$ cat src/hdl/ffq_pkg.sv
`timescale 1ns / 1ps
// ----------------------------------------------------------------------------
// ffq_pkg
// Shared types and constants of the frame handle queue.
// ----------------------------------------------------------------------------
package ffq_pkg;

  localparam int CNT_W      = 5;
  localparam int REQ_W      = 8;
  localparam int OP_W       = 3;
  localparam int KIND_W     = 3;
  localparam int CFG_IDX_W  = 2;
  localparam int CFG_DATA_W = 5;

  localparam logic [CNT_W-1:0] CAP_RESET = 5'd16;

  typedef enum logic [OP_W-1:0] {
    OP_ENQ   = 3'd0,
    OP_DEQ   = 3'd1,
    OP_CNT   = 3'd2,
    OP_FLUSH = 3'd3,
    OP_IND   = 3'd4
  } op_e;

  typedef enum logic [KIND_W-1:0] {
    KIND_ELEM         = 3'd0,
    KIND_COUNT        = 3'd1,
    KIND_NONE         = 3'd2,
    KIND_EMPTY_REPLY  = 3'd3,
    KIND_NOT_FULL     = 3'd4,
    KIND_EMPTY_NOTICE = 3'd5
  } kind_e;

  typedef enum logic [CFG_IDX_W-1:0] {
    CFG_CAPACITY   = 2'd0,
    CFG_AUTO_FIRST = 2'd1,
    CFG_DEFER      = 2'd2,
    CFG_AUTO_FULL  = 2'd3
  } cfg_idx_e;

  typedef struct packed {
    logic             full;
    logic             near_full;
    logic             empty;
    logic [CNT_W-1:0] fill;
    logic             auto_first_en;
    logic             defer_en;
    logic             auto_full_en;
    logic             first_pending;
    logic             deferred;
    logic             announce;
  } st_t;

  typedef struct packed {
    logic             load;
    logic             push;
    logic             pop;
    logic             emit;
    logic             last;
    logic             set_defer;
    logic             clr_defer;
    logic             clr_first;
    logic             clr_announce;
    kind_e            kind;
    logic [CNT_W-1:0] burst;
  } cmd_t;

endpackage

$ cat src/hdl/ffq_ram.sv
`timescale 1ns / 1ps
// ----------------------------------------------------------------------------
// ffq_ram
// Simple dual-port RAM, one write and one registered read port.
// ----------------------------------------------------------------------------
module ffq_ram #(
  parameter int WIDTH = 32,
  parameter int DEPTH = 16,
  parameter int AW    = $clog2(DEPTH)
) (
  input  logic             clk_i,
  input  logic             we_i,
  input  logic [AW-1:0]    waddr_i,
  input  logic [WIDTH-1:0] wdata_i,
  input  logic [AW-1:0]    raddr_i,
  output logic [WIDTH-1:0] rdata_o
);

  logic [WIDTH-1:0] mem_q [DEPTH];
  logic [WIDTH-1:0] rdata_q;

  always_ff @(posedge clk_i) begin
    if (we_i) begin
      mem_q[waddr_i] <= wdata_i;
    end
    rdata_q <= mem_q[raddr_i];
  end

  assign rdata_o = rdata_q;

endmodule

$ cat src/hdl/ffq_dpath.sv
`timescale 1ns / 1ps
// ----------------------------------------------------------------------------
// ffq_dpath
// Queue storage, pointers, fill level, flags and configuration registers.
// ----------------------------------------------------------------------------
module ffq_dpath
  import ffq_pkg::*;
#(
  parameter int DEPTH      = 16,
  parameter int ELEM_WIDTH = 32
) (
  input  logic                  clk_i,
  input  logic                  rst_ni,
  input  logic                  cfg_we_i,
  input  logic [CFG_IDX_W-1:0]  cfg_idx_i,
  input  logic [CFG_DATA_W-1:0] cfg_data_i,
  input  logic [ELEM_WIDTH-1:0] element_i,
  input  cmd_t                  cmd_i,
  output st_t                   st_o,
  output logic                  valid_o,
  output logic [KIND_W-1:0]     kind_o,
  output logic [ELEM_WIDTH-1:0] element_out_o,
  output logic [CNT_W-1:0]      burst_count_o,
  output logic                  last_o
);

  localparam int PW     = $clog2(DEPTH);
  localparam int CapLim = (DEPTH < 31) ? DEPTH : 31;
  localparam logic [CNT_W-1:0] CAP_LIM = CNT_W'(CapLim);
  localparam logic [PW-1:0]    PTR_MAX = PW'(DEPTH - 1);

  logic [PW-1:0]         head_q, head_d, tail_q, tail_d, head_inc, tail_inc, raddr;
  logic [CNT_W-1:0]      fill_q, fill_d, cap_q, cap_eff;
  logic                  first_q, defer_q, announce_q;
  logic                  afe_q, dfe_q, afu_q;
  logic [ELEM_WIDTH-1:0] elem_q, rdata;
  logic [CNT_W:0]        fill_inc;

  assign head_inc = (head_q == PTR_MAX) ? '0 : head_q + PW'(1);
  assign tail_inc = (tail_q == PTR_MAX) ? '0 : tail_q + PW'(1);
  assign raddr    = cmd_i.pop ? head_inc : head_q;

  ffq_ram #(
    .WIDTH(ELEM_WIDTH),
    .DEPTH(DEPTH)
  ) u_ram (
    .clk_i  (clk_i),
    .we_i   (cmd_i.push),
    .waddr_i(tail_q),
    .wdata_i(elem_q),
    .raddr_i(raddr),
    .rdata_o(rdata)
  );

  always_comb begin
    head_d = head_q;
    tail_d = tail_q;
    fill_d = fill_q;
    if (cmd_i.push) begin
      tail_d = tail_inc;
      fill_d = fill_q + CNT_W'(1);
    end else if (cmd_i.pop) begin
      head_d = head_inc;
      fill_d = fill_q - CNT_W'(1);
    end
  end

  always_ff @(posedge clk_i or negedge rst_ni) begin
    if (!rst_ni) begin
      head_q     <= '0;
      tail_q     <= '0;
      fill_q     <= '0;
      first_q    <= 1'b1;
      defer_q    <= 1'b0;
      announce_q <= 1'b1;
      cap_q      <= CAP_RESET;
      afe_q      <= 1'b0;
      dfe_q      <= 1'b0;
      afu_q      <= 1'b0;
    end else begin
      head_q <= head_d;
      tail_q <= tail_d;
      fill_q <= fill_d;
      if (cmd_i.clr_first) begin
        first_q <= 1'b0;
      end
      if (cmd_i.set_defer) begin
        defer_q <= 1'b1;
      end else if (cmd_i.clr_defer) begin
        defer_q <= 1'b0;
      end
      if (cmd_i.clr_announce) begin
        announce_q <= 1'b0;
      end
      if (cfg_we_i) begin
        case (cfg_idx_i)
          CFG_CAPACITY:   cap_q <= cfg_data_i;
          CFG_AUTO_FIRST: afe_q <= cfg_data_i[0];
          CFG_DEFER:      dfe_q <= cfg_data_i[0];
          CFG_AUTO_FULL:  afu_q <= cfg_data_i[0];
          default:        cap_q <= cap_q;
        endcase
      end
    end
  end

  always_ff @(posedge clk_i) begin
    if (cmd_i.load) begin
      elem_q <= element_i;
    end
  end

  assign cap_eff  = (cap_q > CAP_LIM) ? CAP_LIM : cap_q;
  assign fill_inc = (CNT_W+1)'(fill_q) + (CNT_W+1)'(1);

  assign st_o.full          = (fill_q >= cap_eff);
  assign st_o.near_full     = (fill_inc >= (CNT_W+1)'(cap_eff));
  assign st_o.empty         = (fill_q == '0);
  assign st_o.fill          = fill_q;
  assign st_o.auto_first_en = afe_q;
  assign st_o.defer_en      = dfe_q;
  assign st_o.auto_full_en  = afu_q;
  assign st_o.first_pending = first_q;
  assign st_o.deferred      = defer_q;
  assign st_o.announce      = announce_q;

  assign valid_o       = cmd_i.emit;
  assign kind_o        = cmd_i.emit ? cmd_i.kind : '0;
  assign element_out_o = (cmd_i.emit && cmd_i.kind == KIND_ELEM) ? rdata : '0;
  assign burst_count_o = (cmd_i.emit && cmd_i.kind == KIND_COUNT) ? cmd_i.burst : '0;
  assign last_o        = cmd_i.emit & cmd_i.last;

endmodule

$ cat src/hdl/ffq_ctrl.sv
`timescale 1ns / 1ps
// ----------------------------------------------------------------------------
// ffq_ctrl
// Operation sequencer: decodes an item and steps out its results.
// ----------------------------------------------------------------------------
module ffq_ctrl
  import ffq_pkg::*;
(
  input  logic             clk_i,
  input  logic             rst_ni,
  input  logic             start_i,
  input  logic [OP_W-1:0]  operation_i,
  input  logic [REQ_W-1:0] request_count_i,
  input  logic             trigger_flag_i,
  input  st_t              st_i,
  output cmd_t             cmd_o,
  output logic             busy_o
);

  typedef enum logic [2:0] {
    S_IDLE,
    S_DECODE,
    S_SETTLE,
    S_ENQ_R1,
    S_POP_LAST,
    S_BURST,
    S_CODE
  } state_e;

  state_e           state_q, state_d;
  logic [OP_W-1:0]  op_q, op_d;
  logic [REQ_W-1:0] req_q, req_d;
  logic             trig_q, trig_d;
  logic [CNT_W-1:0] cnt_q, cnt_d, burst_q, burst_d;
  kind_e            kind_q, kind_d;
  logic             r1_pop_q, r1_pop_d, have_r1_q, have_r1_d, r2_q, r2_d;
  logic             flush_q, flush_d;
  cmd_t             cmd;

  always_comb begin
    logic             first_hit;
    logic             extra;
    logic [CNT_W-1:0] k;
    first_hit = st_i.first_pending && st_i.auto_first_en;
    extra     = first_hit || st_i.deferred;
    k         = (REQ_W'(st_i.fill) < req_q) ? st_i.fill : req_q[CNT_W-1:0];
    cmd       = '0;
    cmd.kind  = KIND_ELEM;
    state_d   = state_q;
    op_d      = op_q;
    req_d     = req_q;
    trig_d    = trig_q;
    cnt_d     = cnt_q;
    burst_d   = burst_q;
    kind_d    = kind_q;
    r1_pop_d  = r1_pop_q;
    have_r1_d = have_r1_q;
    r2_d      = r2_q;
    flush_d   = flush_q;
    case (state_q)
      S_IDLE: begin
        if (start_i) begin
          cmd.load = 1'b1;
          op_d     = operation_i;
          req_d    = request_count_i;
          trig_d   = trigger_flag_i;
          state_d  = S_DECODE;
        end
      end
      S_DECODE: begin
        state_d = S_IDLE;
        case (op_q)
          OP_ENQ: begin
            if (!st_i.full) begin
              cmd.push  = 1'b1;
              r1_pop_d  = st_i.near_full && st_i.auto_full_en;
              have_r1_d = !st_i.near_full || r1_pop_d;
              r2_d      = extra && (!r1_pop_d || !st_i.empty);
              if (extra) begin
                if (first_hit) begin
                  cmd.clr_first = 1'b1;
                end else begin
                  cmd.clr_defer = 1'b1;
                end
              end
              if (have_r1_d || r2_d) begin
                state_d = S_SETTLE;
              end
            end
          end
          OP_DEQ: begin
            if (!st_i.empty) begin
              state_d = S_POP_LAST;
            end else begin
              cmd.set_defer = st_i.defer_en;
              kind_d        = KIND_EMPTY_NOTICE;
              state_d       = S_CODE;
            end
          end
          OP_CNT: begin
            if (st_i.empty) begin
              kind_d  = KIND_EMPTY_REPLY;
              state_d = S_CODE;
            end else if (req_q == '0) begin
              kind_d  = KIND_NONE;
              state_d = S_CODE;
            end else begin
              cnt_d   = k;
              burst_d = k;
              kind_d  = KIND_COUNT;
              flush_d = 1'b0;
              state_d = S_BURST;
            end
          end
          OP_FLUSH: begin
            if (!st_i.empty) begin
              cnt_d   = st_i.fill;
              flush_d = 1'b1;
              state_d = S_BURST;
            end
          end
          OP_IND: begin
            if (st_i.announce || trig_q) begin
              cmd.clr_announce = st_i.announce;
              kind_d           = KIND_NOT_FULL;
              state_d          = S_CODE;
            end
          end
          default: state_d = S_IDLE;
        endcase
      end
      S_SETTLE: begin
        state_d = have_r1_q ? S_ENQ_R1 : S_POP_LAST;
      end
      S_ENQ_R1: begin
        cmd.emit = 1'b1;
        cmd.pop  = r1_pop_q;
        cmd.kind = r1_pop_q ? KIND_ELEM : KIND_NOT_FULL;
        cmd.last = !r2_q;
        state_d  = r2_q ? S_POP_LAST : S_IDLE;
      end
      S_POP_LAST: begin
        cmd.emit = 1'b1;
        cmd.pop  = 1'b1;
        cmd.last = 1'b1;
        state_d  = S_IDLE;
      end
      S_BURST: begin
        cmd.emit = 1'b1;
        cmd.pop  = 1'b1;
        cmd.last = flush_q && (cnt_q == CNT_W'(1));
        if (cnt_q == CNT_W'(1)) begin
          state_d = flush_q ? S_IDLE : S_CODE;
        end else begin
          cnt_d = cnt_q - CNT_W'(1);
        end
      end
      S_CODE: begin
        cmd.emit  = 1'b1;
        cmd.kind  = kind_q;
        cmd.last  = 1'b1;
        cmd.burst = burst_q;
        state_d   = S_IDLE;
      end
      default: state_d = S_IDLE;
    endcase
  end

  always_ff @(posedge clk_i or negedge rst_ni) begin
    if (!rst_ni) begin
      state_q   <= S_IDLE;
      op_q      <= '0;
      req_q     <= '0;
      trig_q    <= 1'b0;
      cnt_q     <= '0;
      burst_q   <= '0;
      kind_q    <= KIND_ELEM;
      r1_pop_q  <= 1'b0;
      have_r1_q <= 1'b0;
      r2_q      <= 1'b0;
      flush_q   <= 1'b0;
    end else begin
      state_q   <= state_d;
      op_q      <= op_d;
      req_q     <= req_d;
      trig_q    <= trig_d;
      cnt_q     <= cnt_d;
      burst_q   <= burst_d;
      kind_q    <= kind_d;
      r1_pop_q  <= r1_pop_d;
      have_r1_q <= have_r1_d;
      r2_q      <= r2_d;
      flush_q   <= flush_d;
    end
  end

  assign cmd_o  = cmd;
  assign busy_o = (state_q != S_IDLE);

endmodule

$ cat src/hdl/frame_fifo_with_auto_dequeue.sv
`timescale 1ns / 1ps
// ----------------------------------------------------------------------------
// frame_fifo_with_auto_dequeue
// An accepted item is first decoded; an enqueue with results then passes a
// settle state (RAM write then registered read). Results follow one per cycle,
// bursts and flushes pop one element per cycle. An item holds the block through
// its decode state, the settle state on an enqueue with results, and its results;
// the next item is taken the cycle after. Reset empties the queue; results
// cannot stall.
// ----------------------------------------------------------------------------
module frame_fifo_with_auto_dequeue
  import ffq_pkg::*;
#(
  parameter int DEPTH      = 16,
  parameter int ELEM_WIDTH = 32
) (
  input  logic                  clk_i,
  input  logic                  rst_ni,
  input  logic                  start,
  output logic                  busy,
  input  logic [OP_W-1:0]       operation_i,
  input  logic [ELEM_WIDTH-1:0] element_i,
  input  logic [REQ_W-1:0]      request_count_i,
  input  logic                  trigger_flag_i,
  input  logic                  cfg_we_i,
  input  logic [CFG_IDX_W-1:0]  cfg_idx_i,
  input  logic [CFG_DATA_W-1:0] cfg_data_i,
  output logic                  valid_o,
  output logic [KIND_W-1:0]     kind_o,
  output logic [ELEM_WIDTH-1:0] element_out_o,
  output logic [CNT_W-1:0]      burst_count_o,
  output logic                  last_o
);

  st_t  st;
  cmd_t cmd;

  ffq_ctrl u_ctrl (
    .clk_i          (clk_i),
    .rst_ni         (rst_ni),
    .start_i        (start),
    .operation_i    (operation_i),
    .request_count_i(request_count_i),
    .trigger_flag_i (trigger_flag_i),
    .st_i           (st),
    .cmd_o          (cmd),
    .busy_o         (busy)
  );

  ffq_dpath #(
    .DEPTH     (DEPTH),
    .ELEM_WIDTH(ELEM_WIDTH)
  ) u_dpath (
    .clk_i        (clk_i),
    .rst_ni       (rst_ni),
    .cfg_we_i     (cfg_we_i),
    .cfg_idx_i    (cfg_idx_i),
    .cfg_data_i   (cfg_data_i),
    .element_i    (element_i),
    .cmd_i        (cmd),
    .st_o         (st),
    .valid_o      (valid_o),
    .kind_o       (kind_o),
    .element_out_o(element_out_o),
    .burst_count_o(burst_count_o),
    .last_o       (last_o)
  );

`ifndef SYNTHESIS
  a_result_while_busy: assert property (@(posedge clk_i) disable iff (!rst_ni)
    valid_o |-> busy) else $error("result outside an item");

  a_accept_busy: assert property (@(posedge clk_i) disable iff (!rst_ni)
    (start && !busy) |=> (busy && !valid_o)) else $error("decode cycle missing");

  a_last_ends_item: assert property (@(posedge clk_i) disable iff (!rst_ni)
    (valid_o && last_o) |=> (!valid_o && !busy)) else $error("result after last");

  a_single_pop_empty: assert property (@(posedge clk_i) disable iff (!rst_ni)
    (valid_o && kind_o == KIND_EMPTY_NOTICE) |-> last_o)
    else $error("empty notice not final");
`endif

endmodule
$ cat config.mk
export PLATFORM = sky130hd
export DESIGN_NAME = frame_fifo_with_auto_dequeue
export DESIGN_NICKNAME = d
export VERILOG_FILES = /design/src/hdl/ffq_pkg.sv /design/src/hdl/ffq_ram.sv /design/src/hdl/ffq_dpath.sv /design/src/hdl/ffq_ctrl.sv /design/src/hdl/frame_fifo_with_auto_dequeue.sv
export SDC_FILE = /design/constraint.sdc
export NUM_CORES = 1
export LEC_CHECK = 0
export BUFFER_PORTS_ARGS = -buffer_cell sky130_fd_sc_hd__buf_2
export CELL_PAD_IN_SITES_DETAIL_PLACEMENT = 1
export CELL_PAD_IN_SITES_GLOBAL_PLACEMENT = 1
export CORE_MARGIN = 2
export CORE_UTILIZATION = 54
export DETAILED_ROUTE_END_ITERATION = 6
export PLACE_DENSITY = 0.78
export SLEW_MARGIN = 0
export SYNTH_ARGS = -nofsm -noshare
export SYNTH_HDL_FRONTEND = slang
export SYNTH_HIERARCHICAL = 1
export SYNTH_SLANG_ARGS = --single-unit
$ cat constraint.sdc
create_clock -name clk_i -period 5.95 [get_ports clk_i]
set_input_delay 1.19 -clock clk_i [delete_from_list [all_inputs] [get_ports clk_i]]
set_output_delay 1.19 -clock clk_i [all_outputs]
set_load 0.03 [all_outputs]
==> flow_summary.json, run 1 <==
{
  "dr.pass1.iters": 5,
  "cp-start-kind": "flop",
  "setup.worst_path.end_class": "primary output",
  "crit_type": "reg2out",
  "min_to": "u_ctrl/req_q[7]",
  "hold_violations": 0,
  "syn_inst": 1291,
  "cp_max_fo": 28,
  "port_buffers": 97,
  "final_max_slew_viol_count": 0,
  "clk_latency_ns": 0.59,
  "ant_nets": 0,
  "cts-resized-gates": 0,
  "coreArea_sq_um": 45280,
  "r2r-start": "u_dpath/fill_q[0]",
  "die_height_um": 218.2,
  "dr_total_vias": 12740,
  "async_flop_share_pct": 8.861,
  "relSlewSlack_pct": 4.421,
  "grt_pass1_wl_mm": 88.12,
  "setup_viol": 0,
  "wl_per_cell_um": 28.07,
  "numCtsBuffers": 66,
  "drt_wl_total_mm": 57.88,
  "avgViaCountPerCell": 6.179,
  "p_per_area_nw_per_um2": 522.2,
  "antenna_found_initial": 0,
  "cts_hold_buf": 0,
  "worst_hold_slack_ns": 0.4847,
  "diodes": 0,
  "layout_min_cycle_time_ns": 4.248,
  "overflow": 0,
  "num_rows": 78,
  "reg2reg_to": "u_dpath/u_ram/mem_q[2][4]",
  "dp_hpwl_mm": 33.27,
  "syn_nets": 1370,
  "die_w_um": 218.2,
  "clk_path_buf_depth": 3,
  "hold_start": "u_ctrl/req_q[7]",
  "ir_drop_v": 0.0004002,
  "path_buf_inv": 2,
  "dr.first_iter.drc_count": 990,
  "met1_length_mm": 22.88,
  "ys_warn_count": 6,
  "fmax_mhz": 235.4,
  "drive_above_1_share_pct": 27.63,
  "grt_usage_pct": 25.33,
  "cts_setup_buffers": 0,
  "critPathMaxStageDelay_ns": 0.59,
  "syn_to_final_growth_pct": 13.96,
  "r2r_setup_slack_ns": 1.73,
  "rsz0062_at_grt": "no",
  "path_cells": "and3_1, and2_1, nor4b_4, buf_4, and2_1, buf_2",
  "synthFlopType": "edfxtp_1",
  "finalNonFillerCells": 2062,
  "min_period_over_period_pct": 71.39,
  "clock-sinks": 632,
  "fin_nets": 1491,
  "synth.distinct_cells": 77,
  "met3WireLength_mm": 2.989,
  "drv_cap": 0,
  "status": "finished clean",
  "cts-root-buf": "clkbuf_16",
  "gp_congestion": 0.7956,
  "synth_edf_count": 544,
  "clk_pin_slew_ns": 0.06,
  "drc": 0,
  "h-tree-depth": 3,
  "fin_setup_tns_ns": 0,
  "grt_max_degree": 73,
  "cp.required_ns": 4.76,
  "io-pin-count": 98,
  "total_power_mw": 14.74,
  "dpl.cell_count": 1944,
  "finish.utilization_pct": 62.33,
  "critPathSlowestCell": "dfrtp_1",
  "ys_seq_area_share_pct": 74.21,
  "crit_family": "simple AND/OR/NAND/NOR gates",
  "finalClockSkew_ns": 0.02157,
  "die_area_sq_um": 47600,
  "worstHoldPathType": "reg2reg",
  "tritoncts": "done",
  "reg2reg_depth": 9,
  "start_util_pct": 54.70,
  "syn-cell-area_sq_um": 24770,
  "worstMarginPinSlew_ns": 1.430,
  "topRoutingLayerUsed": "met4",
  "hold_path_depth": 1,
  "p_leak_nw": 9.645,
  "synth.avg_cell_area_sq_um": 19.19,
  "crit_path_frequent_cell": "and2_1",
  "grt_pass1_vias": 13990,
  "ys_ff_latch": 632,
  "crit_arrival_ns": 3.06,
  "dr_wl_met2_mm": 30.48
}
[cell usage after synthesis (all sizes together) (4+ instances only)]
cell	n	area, sq um
edfxtp	544	16340
mux4	128	2883
nand2	70	262.8
a22oi	65	488.0
dfrtp	53	1326
and2	49	306.5
buf	39	241.5
nor2	38	170.2
dfxtp	32	640.6
o21ai	31	155.1
clkbuf	25	97.59
mux2	24	270.3
ha	23	287.8
inv	23	86.33
mux2i	12	120.1
a21oi	11	66.32
nor3	11	55.05
nor2b	10	62.56
nand3	9	45.04
xnor2	8	70.07
a31oi	6	37.54
a211oi	5	47.54
nand3b	5	37.54
or3	5	31.28
and3	4	25.02
nand2b	4	25.02
o211ai	4	30.03
[cell usage in the layout, fill, tap and decap left out, types with 7 or more instances in the layout]
master     count
a21oi_1       10
a22oi_1       65
and2_1        48
buf_2         97
buf_4         17
bufinv_16      8
clkbuf_1      12
clkbuf_16     69
clkinv_1       7
clkinv_2      10
dfrtp_1       53
dfxtp_1       32
edfxtp_1     544
ha_1          23
inv_1         22
mux2_1         8
mux2_2        14
mux2i_1       12
mux4_2       128
nand2_1       70
nand3_1        9
nor2_1        20
nor2_4        17
nor2b_1        8
nor3_1         7
o21ai_0       14
o21ai_1       17
xnor2_1        8
[registers in the layout, indices dropped and copies added (netlist names), 3 cells and up]
name and flops:
u_dpath/head_q 4, u_dpath/u_ram/mem_q 512, u_ctrl/cnt_q 5, u_ctrl/kind_q 3
u_dpath/tail_q 4, u_dpath/fill_q 5, u_dpath/cap_q 5, u_ctrl/state_q 3
u_dpath/u_ram/rdata_o 32, u_dpath/elem_q 32, u_ctrl/op_q 3, u_ctrl/req_q 8
u_ctrl/burst_q 5
[final cells by class]
| type | instances | area, sq um |
|---|---|---|
| Sequential cell | 632 | 18380 |
| Fill cell | 3896 | 17060 |
| Multi-Input combinational cell | 572 | 6120 |
| Clock buffer | 86 | 1841 |
| Tap cell | 600 | 750.7 |
| Timing Repair Buffer | 117 | 673.1 |
| Clock inverter | 32 | 374.1 |
| Inverter | 23 | 86.33 |
[report_power, final]
group / switching [mW] / internal [mW] / leakage (nW)
clock: 1.69 / 2.53 / 1.08
combinational: 2.56 / 2.01 / 2.72
sequential: 0.542 / 5.40 / 5.85
total: 4.79 / 9.94 / 9.64
[cell families after synthesis]
logic type / share of synthesized area, %
AO/OA/AOI/OAI: 4.294
XOR/XNOR: 0.3183
adder cells (fa/ha/maj): 1.243
buffers and inverters: 1.718
flip-flops: 74.21
multiplexers: 13.21
AND/OR/NAND/NOR: 5.001
[per-stage QoR]
stage               cell area (sq um)  setup WS, ns
floorplan                       24770        0.8323
global placement                26010         1.951
detailed placement              26010         1.779
CTS                             28230         1.583
global route                    28230         1.502
finish                          28230         1.702
[worst max-delay path by stage]
stage / end / slack (ns) / start / cells past startpoint
2_1_floorplan: u_dpath/u_ram/mem_q[0][0] / 0.83 / u_dpath/fill_q[0] / 8
3_3_place_gp: u_dpath/u_ram/mem_q[1][15] / 1.95 / u_dpath/fill_q[0] / 9
3_5_place_dp: u_dpath/u_ram/mem_q[2][0] / 1.78 / u_dpath/fill_q[0] / 9
4_1_cts: element_out_o[13] / 1.58 / u_ctrl/state_q[2] / 6
5_1_grt: element_out_o[0] / 1.50 / u_ctrl/state_q[1] / 6
6_report: element_out_o[9] / 1.70 / u_ctrl/state_q[2] / 6
[worst register-to-register path: stages (launching register included)]
cell	delay, ns
dfrtp_1	0.60
inv_1	0.13
ha_1	0.33
nand2b_1	0.15
a211oi_1	0.23
o31ai_1	0.16
nor4_4	0.27
buf_4	0.29
or3b_2	0.62
nor2_4	1.04
[per-layer routing]
layer / track usage (%) / vias up
met1: 32.53 / 6801
met3: 4.050 / 103
met5: 0 / -
met4: 9.365 / 0
met2: 43.86 / 406
li1: - / 5432
Note: power is estimated with default switching activity, not from simulation.
==> inputs of run 2 (changes only) <==
--- a/config.mk
+++ b/config.mk
@@ -5,11 +5,12 @@
 export SDC_FILE = /design/constraint.sdc
 export NUM_CORES = 1
 export LEC_CHECK = 0
+export ABC_AREA = 1
 export BUFFER_PORTS_ARGS = -buffer_cell sky130_fd_sc_hd__buf_2
 export CELL_PAD_IN_SITES_DETAIL_PLACEMENT = 1
 export CELL_PAD_IN_SITES_GLOBAL_PLACEMENT = 1
 export CORE_MARGIN = 2
-export CORE_UTILIZATION = 54
+export CORE_UTILIZATION = 49
 export DETAILED_ROUTE_END_ITERATION = 6
 export PLACE_DENSITY = 0.78
 export SLEW_MARGIN = 0
==> constraint.sdc (replaced) <==
create_clock -name clk_i -period 4.4 [get_ports clk_i]
set_input_delay 0.88 -clock clk_i [delete_from_list [all_inputs] [get_ports clk_i]]
set_output_delay 0.88 -clock clk_i [all_outputs]
set_load 0.03 [all_outputs]
==> run 2 against run 1 <==
Effect of this change:
- first-iteration DRC count increased by 88%
- setup slack worse by 1.3 ns
- clock skew down 0.0040 ns
- register-to-register slack lost 1.2 ns
- clock-buffer cell count is 11 higher
- sequential cell count unchanged
- critical path depth increased by 2
- critical path type unchanged
- critical endpoint is now element_out_o[11]
- largest cell class unchanged
- largest power group is now combinational cells
==> flow_summary.json, run 2 <==
{
  "clk_path_buf_depth": 3,
  "clock-sinks": 632,
  "pwr-share-clk_pct": 26.5,
  "synth.distinct_cells": 45,
  "cp-start-kind": "flop",
  "post-synth-top-count-cell": "nand2_1",
  "syn-cell-area_sq_um": 27730,
  "cts-root-buf": "clkbuf_16",
  "dr.first_iter.drc_count": 1859,
  "fmax_mhz": 248.5,
  "syn_inst": 2723,
  "setup_viol": 0,
  "critPathMaxStageDelay_ns": 0.63,
  "crit_type": "reg2out",
  "final_max_slew_viol_count": 0,
  "clk_pin_slew_ns": 0.05,
  "synth_edf_count": 544,
  "cts_setup_buffers": 0,
  "largest_register_ffs": 512,
  "use_met1_pct": 34.79,
  "die_height_um": 241.9,
  "reg2reg_depth": 13,
  "p_per_area_nw_per_um2": 706.6,
  "met2_usage_pct": 46.91,
  "crit_family": "simple AND/OR/NAND/NOR gates",
  "finalClockSkew_ns": 0.01761,
  "overflow": 0,
  "internal-power_mw": 13.06,
  "grt_usage_pct": 26.92,
  "busiest_layer": "met2",
  "ys_seq_area_share_pct": 66.28,
  "layout_min_cycle_time_ns": 4.024,
  "rsz0062_at_grt": "no",
  "top_register": "u_dpath/u_ram/mem_q",
  "drv_cap": 0,
  "most-common-layout-cells": "808 x nand2_1, 544 x edfxtp_1, 489 x inv_1",
  "cp_max_fo": 32,
  "ys_ff_latch": 632,
  "critPathSlowestCell": "nand3b_4",
  "p_leak_nw": 13.69,
  "numCtsBuffers": 68,
  "gp_congestion": 0.8250,
  "setup.worst_path.end_class": "primary output",
  "avgViaCountPerCell": 5.417,
  "synth_top_area_share_pct": 58.90,
  "antenna_found_initial": 1,
  "clk_latency_ns": 0.60,
  "drc": 0,
  "synthFlopType": "edfxtp_1",
  "synth.avg_cell_area_sq_um": 10.18,
  "io-pin-count": 98,
  "path_cells": "inv_1, nor2_1, nand2_1, o22ai_1, nor2_2, nand3b_4, nor2_2, buf_2",
  "syn_nets": 2802,
  "grt_pass1_vias": 21350,
  "h-tree-depth": 3,
  "final_common_cell": "nand2_1",
  "crit_path_frequent_cell": "nor2_2",
  "wl_per_cell_um": 21.54,
  "power_frac_comb_pct": 37.8,
  "status": "finished clean",
  "path_buf_inv": 2,
  "ant_nets": 0,
  "r2r_setup_slack_ns": 0.52,
  "relSlewSlack_pct": 34.44,
  "cp_num_cells": 8,
  "ir_drop_v": 0.0008196,
  "r2r-start": "u_ctrl/state_q[2]",
  "switching_share_pct": 40.77,
  "drt_wl_total_mm": 78.18,
  "cp.required_ns": 3.52,
  "fin_nets": 2897,
  "setup_ws_ns": 0.3761,
  "fin_setup_tns_ns": 0,
  "hold_violations": 0,
  "syn_to_final_growth_pct": 12.54,
  "coreArea_sq_um": 56170,
  "pwr-share-seq_pct": 35.7,
  "cts_hold_buf": 0,
  "num_rows": 87,
  "die_w_um": 241.9,
  "reg2reg_to": "u_dpath/u_ram/rdata_o[1]",
  "crit_arrival_ns": 3.14,
  "grt_pass1_wl_mm": 121.2,
  "async_flop_share_pct": 8.861,
  "ys_warn_count": 6,
  "dr_total_vias": 19660,
  "tritoncts": "done",
  "p_switching_mw": 8.991,
  "dr.pass1.iters": 5,
  "worstMarginPinSlew_ns": 0.9834,
  "start_util_pct": 49.37,
  "synth_area_leader_cell": "edfxtp_1",
  "drive_above_1_share_pct": 11.21,
  "worstHoldPathType": "in2async",
  "cts-resized-gates": 0,
  "grt_max_degree": 196,
  "port_buffers": 97,
  "dp_slack_ns": 0.6149,
  "synth_common_cells": "808 x nand2_1, 544 x edfxtp_1, 493 x inv_1",
  "use_met3_pct": 3.899,
  "die_area_sq_um": 58520,
  "min_period_over_period_pct": 91.45,
  "dp_hpwl_mm": 46.35,
  "synth.area.top_cells": "edfxtp_1 59%, nand2_1 11%, nand3_1 7.7%, inv_1 6.7%, dfrtp_1 4.8%"
}
## run 2: power by group through the flow
stage / clock network (mW) / registers (mW) / logic, mW
after detailed placement: 0 / 7.99 / 8.19
after CTS: 5.93 / 7.88 / 8.37
after floorplan: 0 / 7.69 / 6.13
after global routing: 6.16 / 7.94 / 9.19
final: 5.84 / 7.87 / 8.34
after global placement: 0 / 7.95 / 7.83
## run 2: worst reg2reg max path, cell delays in order (launching register included)
cell and delay, ns:
dfrtp_1 0.48, nor2_1 0.27, nand2_1 0.14, inv_1 0.13, nand2_1 0.07, o21ai_1 0.51
nand3_1 0.32, o21ai_4 0.20, buf_12 0.67, nand2_1 0.33, nand3_1 0.13, nand3_1 0.14
nand3_1 0.20, nand2_1 0.13
## run 2: metrics by stage
stage	hold WS [ns]	instances	util (%)	total power [mW]	instance area, sq um
2_1_floorplan	0.4193	2723	-	13.82	27730
3_3_place_gp	0.4268	3504	51.49	15.78	28920
3_5_place_dp	0.4492	3504	51.49	16.19	28920
4_1_cts	0.3197	3628	55.56	22.18	31210
5_1_grt	0.3516	3629	55.56	23.30	31210
6_report	0.3174	3629	55.56	22.05	31210
## run 2: worst max-delay path by stage
stage                           start                          end  slack [ns]
floorplan            u_dpath/cap_q[4]   u_dpath/u_ram/mem_q[12][0]        0.59
global placement     u_dpath/cap_q[1]            u_dpath/fill_q[4]        0.73
detailed placement   u_dpath/cap_q[4]  u_dpath/u_ram/mem_q[12][11]        0.61
CTS                 u_ctrl/state_q[2]            element_out_o[11]        0.30
global route        u_ctrl/state_q[2]            element_out_o[11]        0.16
finish              u_ctrl/state_q[2]            element_out_o[11]        0.38
## run 2: layout make-up
cell class	instances	area [sq um]
antenna	1	2.502
clock buffer	97	2027
clock inverter	27	256.5
fill	6133	24960
inverter	499	1883
multi-input combinational	1472	6780
sequential	632	18380
tap	756	945.9
timing repair buffer	145	933.4
## run 2: logic make-up after synthesis
group           synth area share (%)
compound gates                 1.556
flops                          66.28
buf+inv                        9.790
fa+ha+maj                      1.110
simple gates                   21.07
xor+xnor                      0.1895
## run 2: routing by layer
layer	routed length (um)	vias up	part of all wire, %
met5	0	-	0
met4	1862	0	2.4
met3	4226	134	5.4
met2	39570	598	51
met1	32520	9995	42
li1	-	8933	-
==> inputs of run 3 (changes only) <==
--- a/config.mk
+++ b/config.mk
@@ -9,6 +9,7 @@
 export BUFFER_PORTS_ARGS = -buffer_cell sky130_fd_sc_hd__buf_2
 export CELL_PAD_IN_SITES_DETAIL_PLACEMENT = 1
 export CELL_PAD_IN_SITES_GLOBAL_PLACEMENT = 1
+export CORE_ASPECT_RATIO = 1.25
 export CORE_MARGIN = 2
 export CORE_UTILIZATION = 49
 export DETAILED_ROUTE_END_ITERATION = 6
==> run 3 against run 2 <==
Effect of this change:
- power decreased by 2.5%
- non-clock buffer count is 2 higher
- global-route usage about the same
- sequential share of layout area up 0.31 points
- clock skew grew 0.010 ns
- highest routed layer unchanged
- clock-buffer cell count fell by 6
- register-to-register slack worse by 0.02 ns
- design area decreased by 0.53%
- critical path depth up 1
- clock power shrank 5.8%
- via count decreased by 0.58%
==> flow_summary.json, run 3 (synthesis results as in run 2) <==
{
  "worstMarginPinSlew_ns": 1.136,
  "status": "finished clean",
  "p_per_area_nw_per_um2": 692.7,
  "fin_setup_tns_ns": 0,
  "ir_drop_v": 0.0007855,
  "die_height_um": 270.0,
  "finalNonFillerCells": 3612,
  "drive_above_1_share_pct": 10.91,
  "cp_num_cells": 9,
  "grt_max_degree": 137,
  "reg2reg_to": "u_dpath/u_ram/mem_q[6][15]",
  "drc": 0,
  "final_common_cell": "nand2_1",
  "internal-power_mw": 12.73,
  "clk_latency_ns": 0.60,
  "setup_viol": 0,
  "r2r-start": "u_dpath/cap_q[4]",
  "syn_to_final_growth_pct": 11.94,
  "reg2reg_depth": 12,
  "dpl.cell_count": 3492,
  "start_util_pct": 49.57,
  "num_rows": 97,
  "p_leak_nw": 13.57,
  "final_max_slew_viol_count": 0,
  "clk_pin_slew_ns": 0.06,
  "die_area_sq_um": 58530,
  "clock-sinks": 632,
  "coreArea_sq_um": 55950,
  "power_frac_comb_pct": 38.2,
  "crit_family": "simple AND/OR/NAND/NOR gates",
  "diodes": 0,
  "cts_setup_buffers": 0,
  "tritoncts": "done",
  "min_period_over_period_pct": 94.86,
  "pwr-share-clk_pct": 25.6,
  "pwr-share-seq_pct": 36.2,
  "dp_hpwl_mm": 45.70,
  "cts-root-buf": "clkbuf_16",
  "antenna_found_initial": 0,
  "top_register": "u_dpath/u_ram/mem_q",
  "die_w_um": 216.8,
  "cp.required_ns": 3.52,
  "grt_pass1_vias": 21650,
  "crit_path_frequent_cell": "nor2_1",
  "wl_per_cell_um": 21.53,
  "h-tree-depth": 3,
  "cp_max_fo": 17,
  "rsz0062_at_grt": "no",
  "finalClockSkew_ns": 0.02808,
  "gp_congestion": 0.8000,
  "numCtsBuffers": 66,
  "critPathMaxStageDelay_ns": 0.53,
  "dr.first_iter.drc_count": 1427,
  "critPathSlowestCell": "dfrtp_1",
  "r2r_setup_slack_ns": 0.50,
  "most-common-layout-cells": "808 x nand2_1, 544 x edfxtp_1, 488 x inv_1",
  "worstHoldPathType": "in2async",
  "relSlewSlack_pct": 23.74,
  "fin_nets": 2897,
  "path_cells": "inv_1, nor2_1, nand2_1, nor2_1, nor2_2, nand3b_4, buf_4, nor2_1, buf_2",
  "grt_usage_pct": 26.97,
  "dr_total_vias": 19550,
  "overflow": 0,
  "grt_pass1_wl_mm": 121.0,
  "fmax_mhz": 239.6,
  "avgViaCountPerCell": 5.411,
  "drv_cap": 0,
  "hold_violations": 0,
  "port_buffers": 97,
  "crit_arrival_ns": 3.29,
  "layout_min_cycle_time_ns": 4.174,
  "largest_register_ffs": 512,
  "clk_path_buf_depth": 3,
  "crit_type": "reg2out",
  "drt_wl_total_mm": 77.78,
  "setup.worst_path.end_class": "primary output",
  "dr.pass1.iters": 5,
  "p_switching_mw": 8.773,
  "switching_share_pct": 40.80,
  "ant_nets": 0,
  "io-pin-count": 98,
  "path_buf_inv": 3,
  "cp-start-kind": "flop"
}
==> run 3: power by group through the flow <==
stage / Clock [mW] / Combinational (mW) / Sequential (mW)
after floorplan: 0 / 6.13 / 7.69
after global placement: 0 / 7.70 / 7.87
after detailed placement: 0 / 8.12 / 7.91
after CTS: 5.59 / 8.27 / 7.79
after global routing: 5.83 / 9.09 / 7.86
final: 5.50 / 8.22 / 7.78
==> run 3: worst max-delay path by stage <==
stage,startpoint,to
final,u_ctrl/state_q[2],element_out_o[0]
after floorplan,u_dpath/cap_q[4],u_dpath/u_ram/mem_q[12][0]
after CTS,u_ctrl/state_q[2],element_out_o[0]
after global placement,u_dpath/cap_q[1],u_dpath/u_ram/mem_q[6][26]
after detailed placement,u_dpath/cap_q[4],u_dpath/u_ram/mem_q[4][27]
after global routing,u_ctrl/state_q[2],element_out_o[0]
==> run 3: cell type report <==
type | instances | area [sq um]
multi-input combinational | 1472 | 6780
fill | 6034 | 24910
clock buffer | 91 | 1829
tap | 742 | 928.4
timing repair buffer | 147 | 985.9
clock inverter | 29 | 252.7
sequential | 632 | 18380
inverter | 499 | 1887
==> run 3: per-stage QoR <==
stage | setup slack (ns) | power, mW | instance area, sq um | hold slack, ns | util, %
2_1_floorplan | 0.5904 | 13.82 | 27730 | 0.4193 | -
3_3_place_gp | 0.5344 | 15.57 | 28960 | 0.4279 | 51.76
3_5_place_dp | 0.2993 | 16.03 | 28960 | 0.4316 | 51.76
4_1_cts | 0.2086 | 21.65 | 31040 | 0.3467 | 55.48
5_1_grt | 0.06613 | 22.77 | 31040 | 0.3873 | 55.49
6_report | 0.2263 | 21.51 | 31040 | 0.3564 | 55.49
==> run 3: layer usage <==
layer  global-route usage, %  vias to the layer above  part of all wire [%]
li1                        -                     8936                     -
met1                   31.25                     9844                    38
met2                   49.92                      604                    54
met3                   3.423                      161                   5.0
met4                   11.30                        0                   3.5
met5                       0                        -                     0
==> run 3: timing repair <==
item | CTS | global route
setup endpoints to repair | 0 | 81
hold buffers | 0 | 0
gates resized for setup | 0 | 1
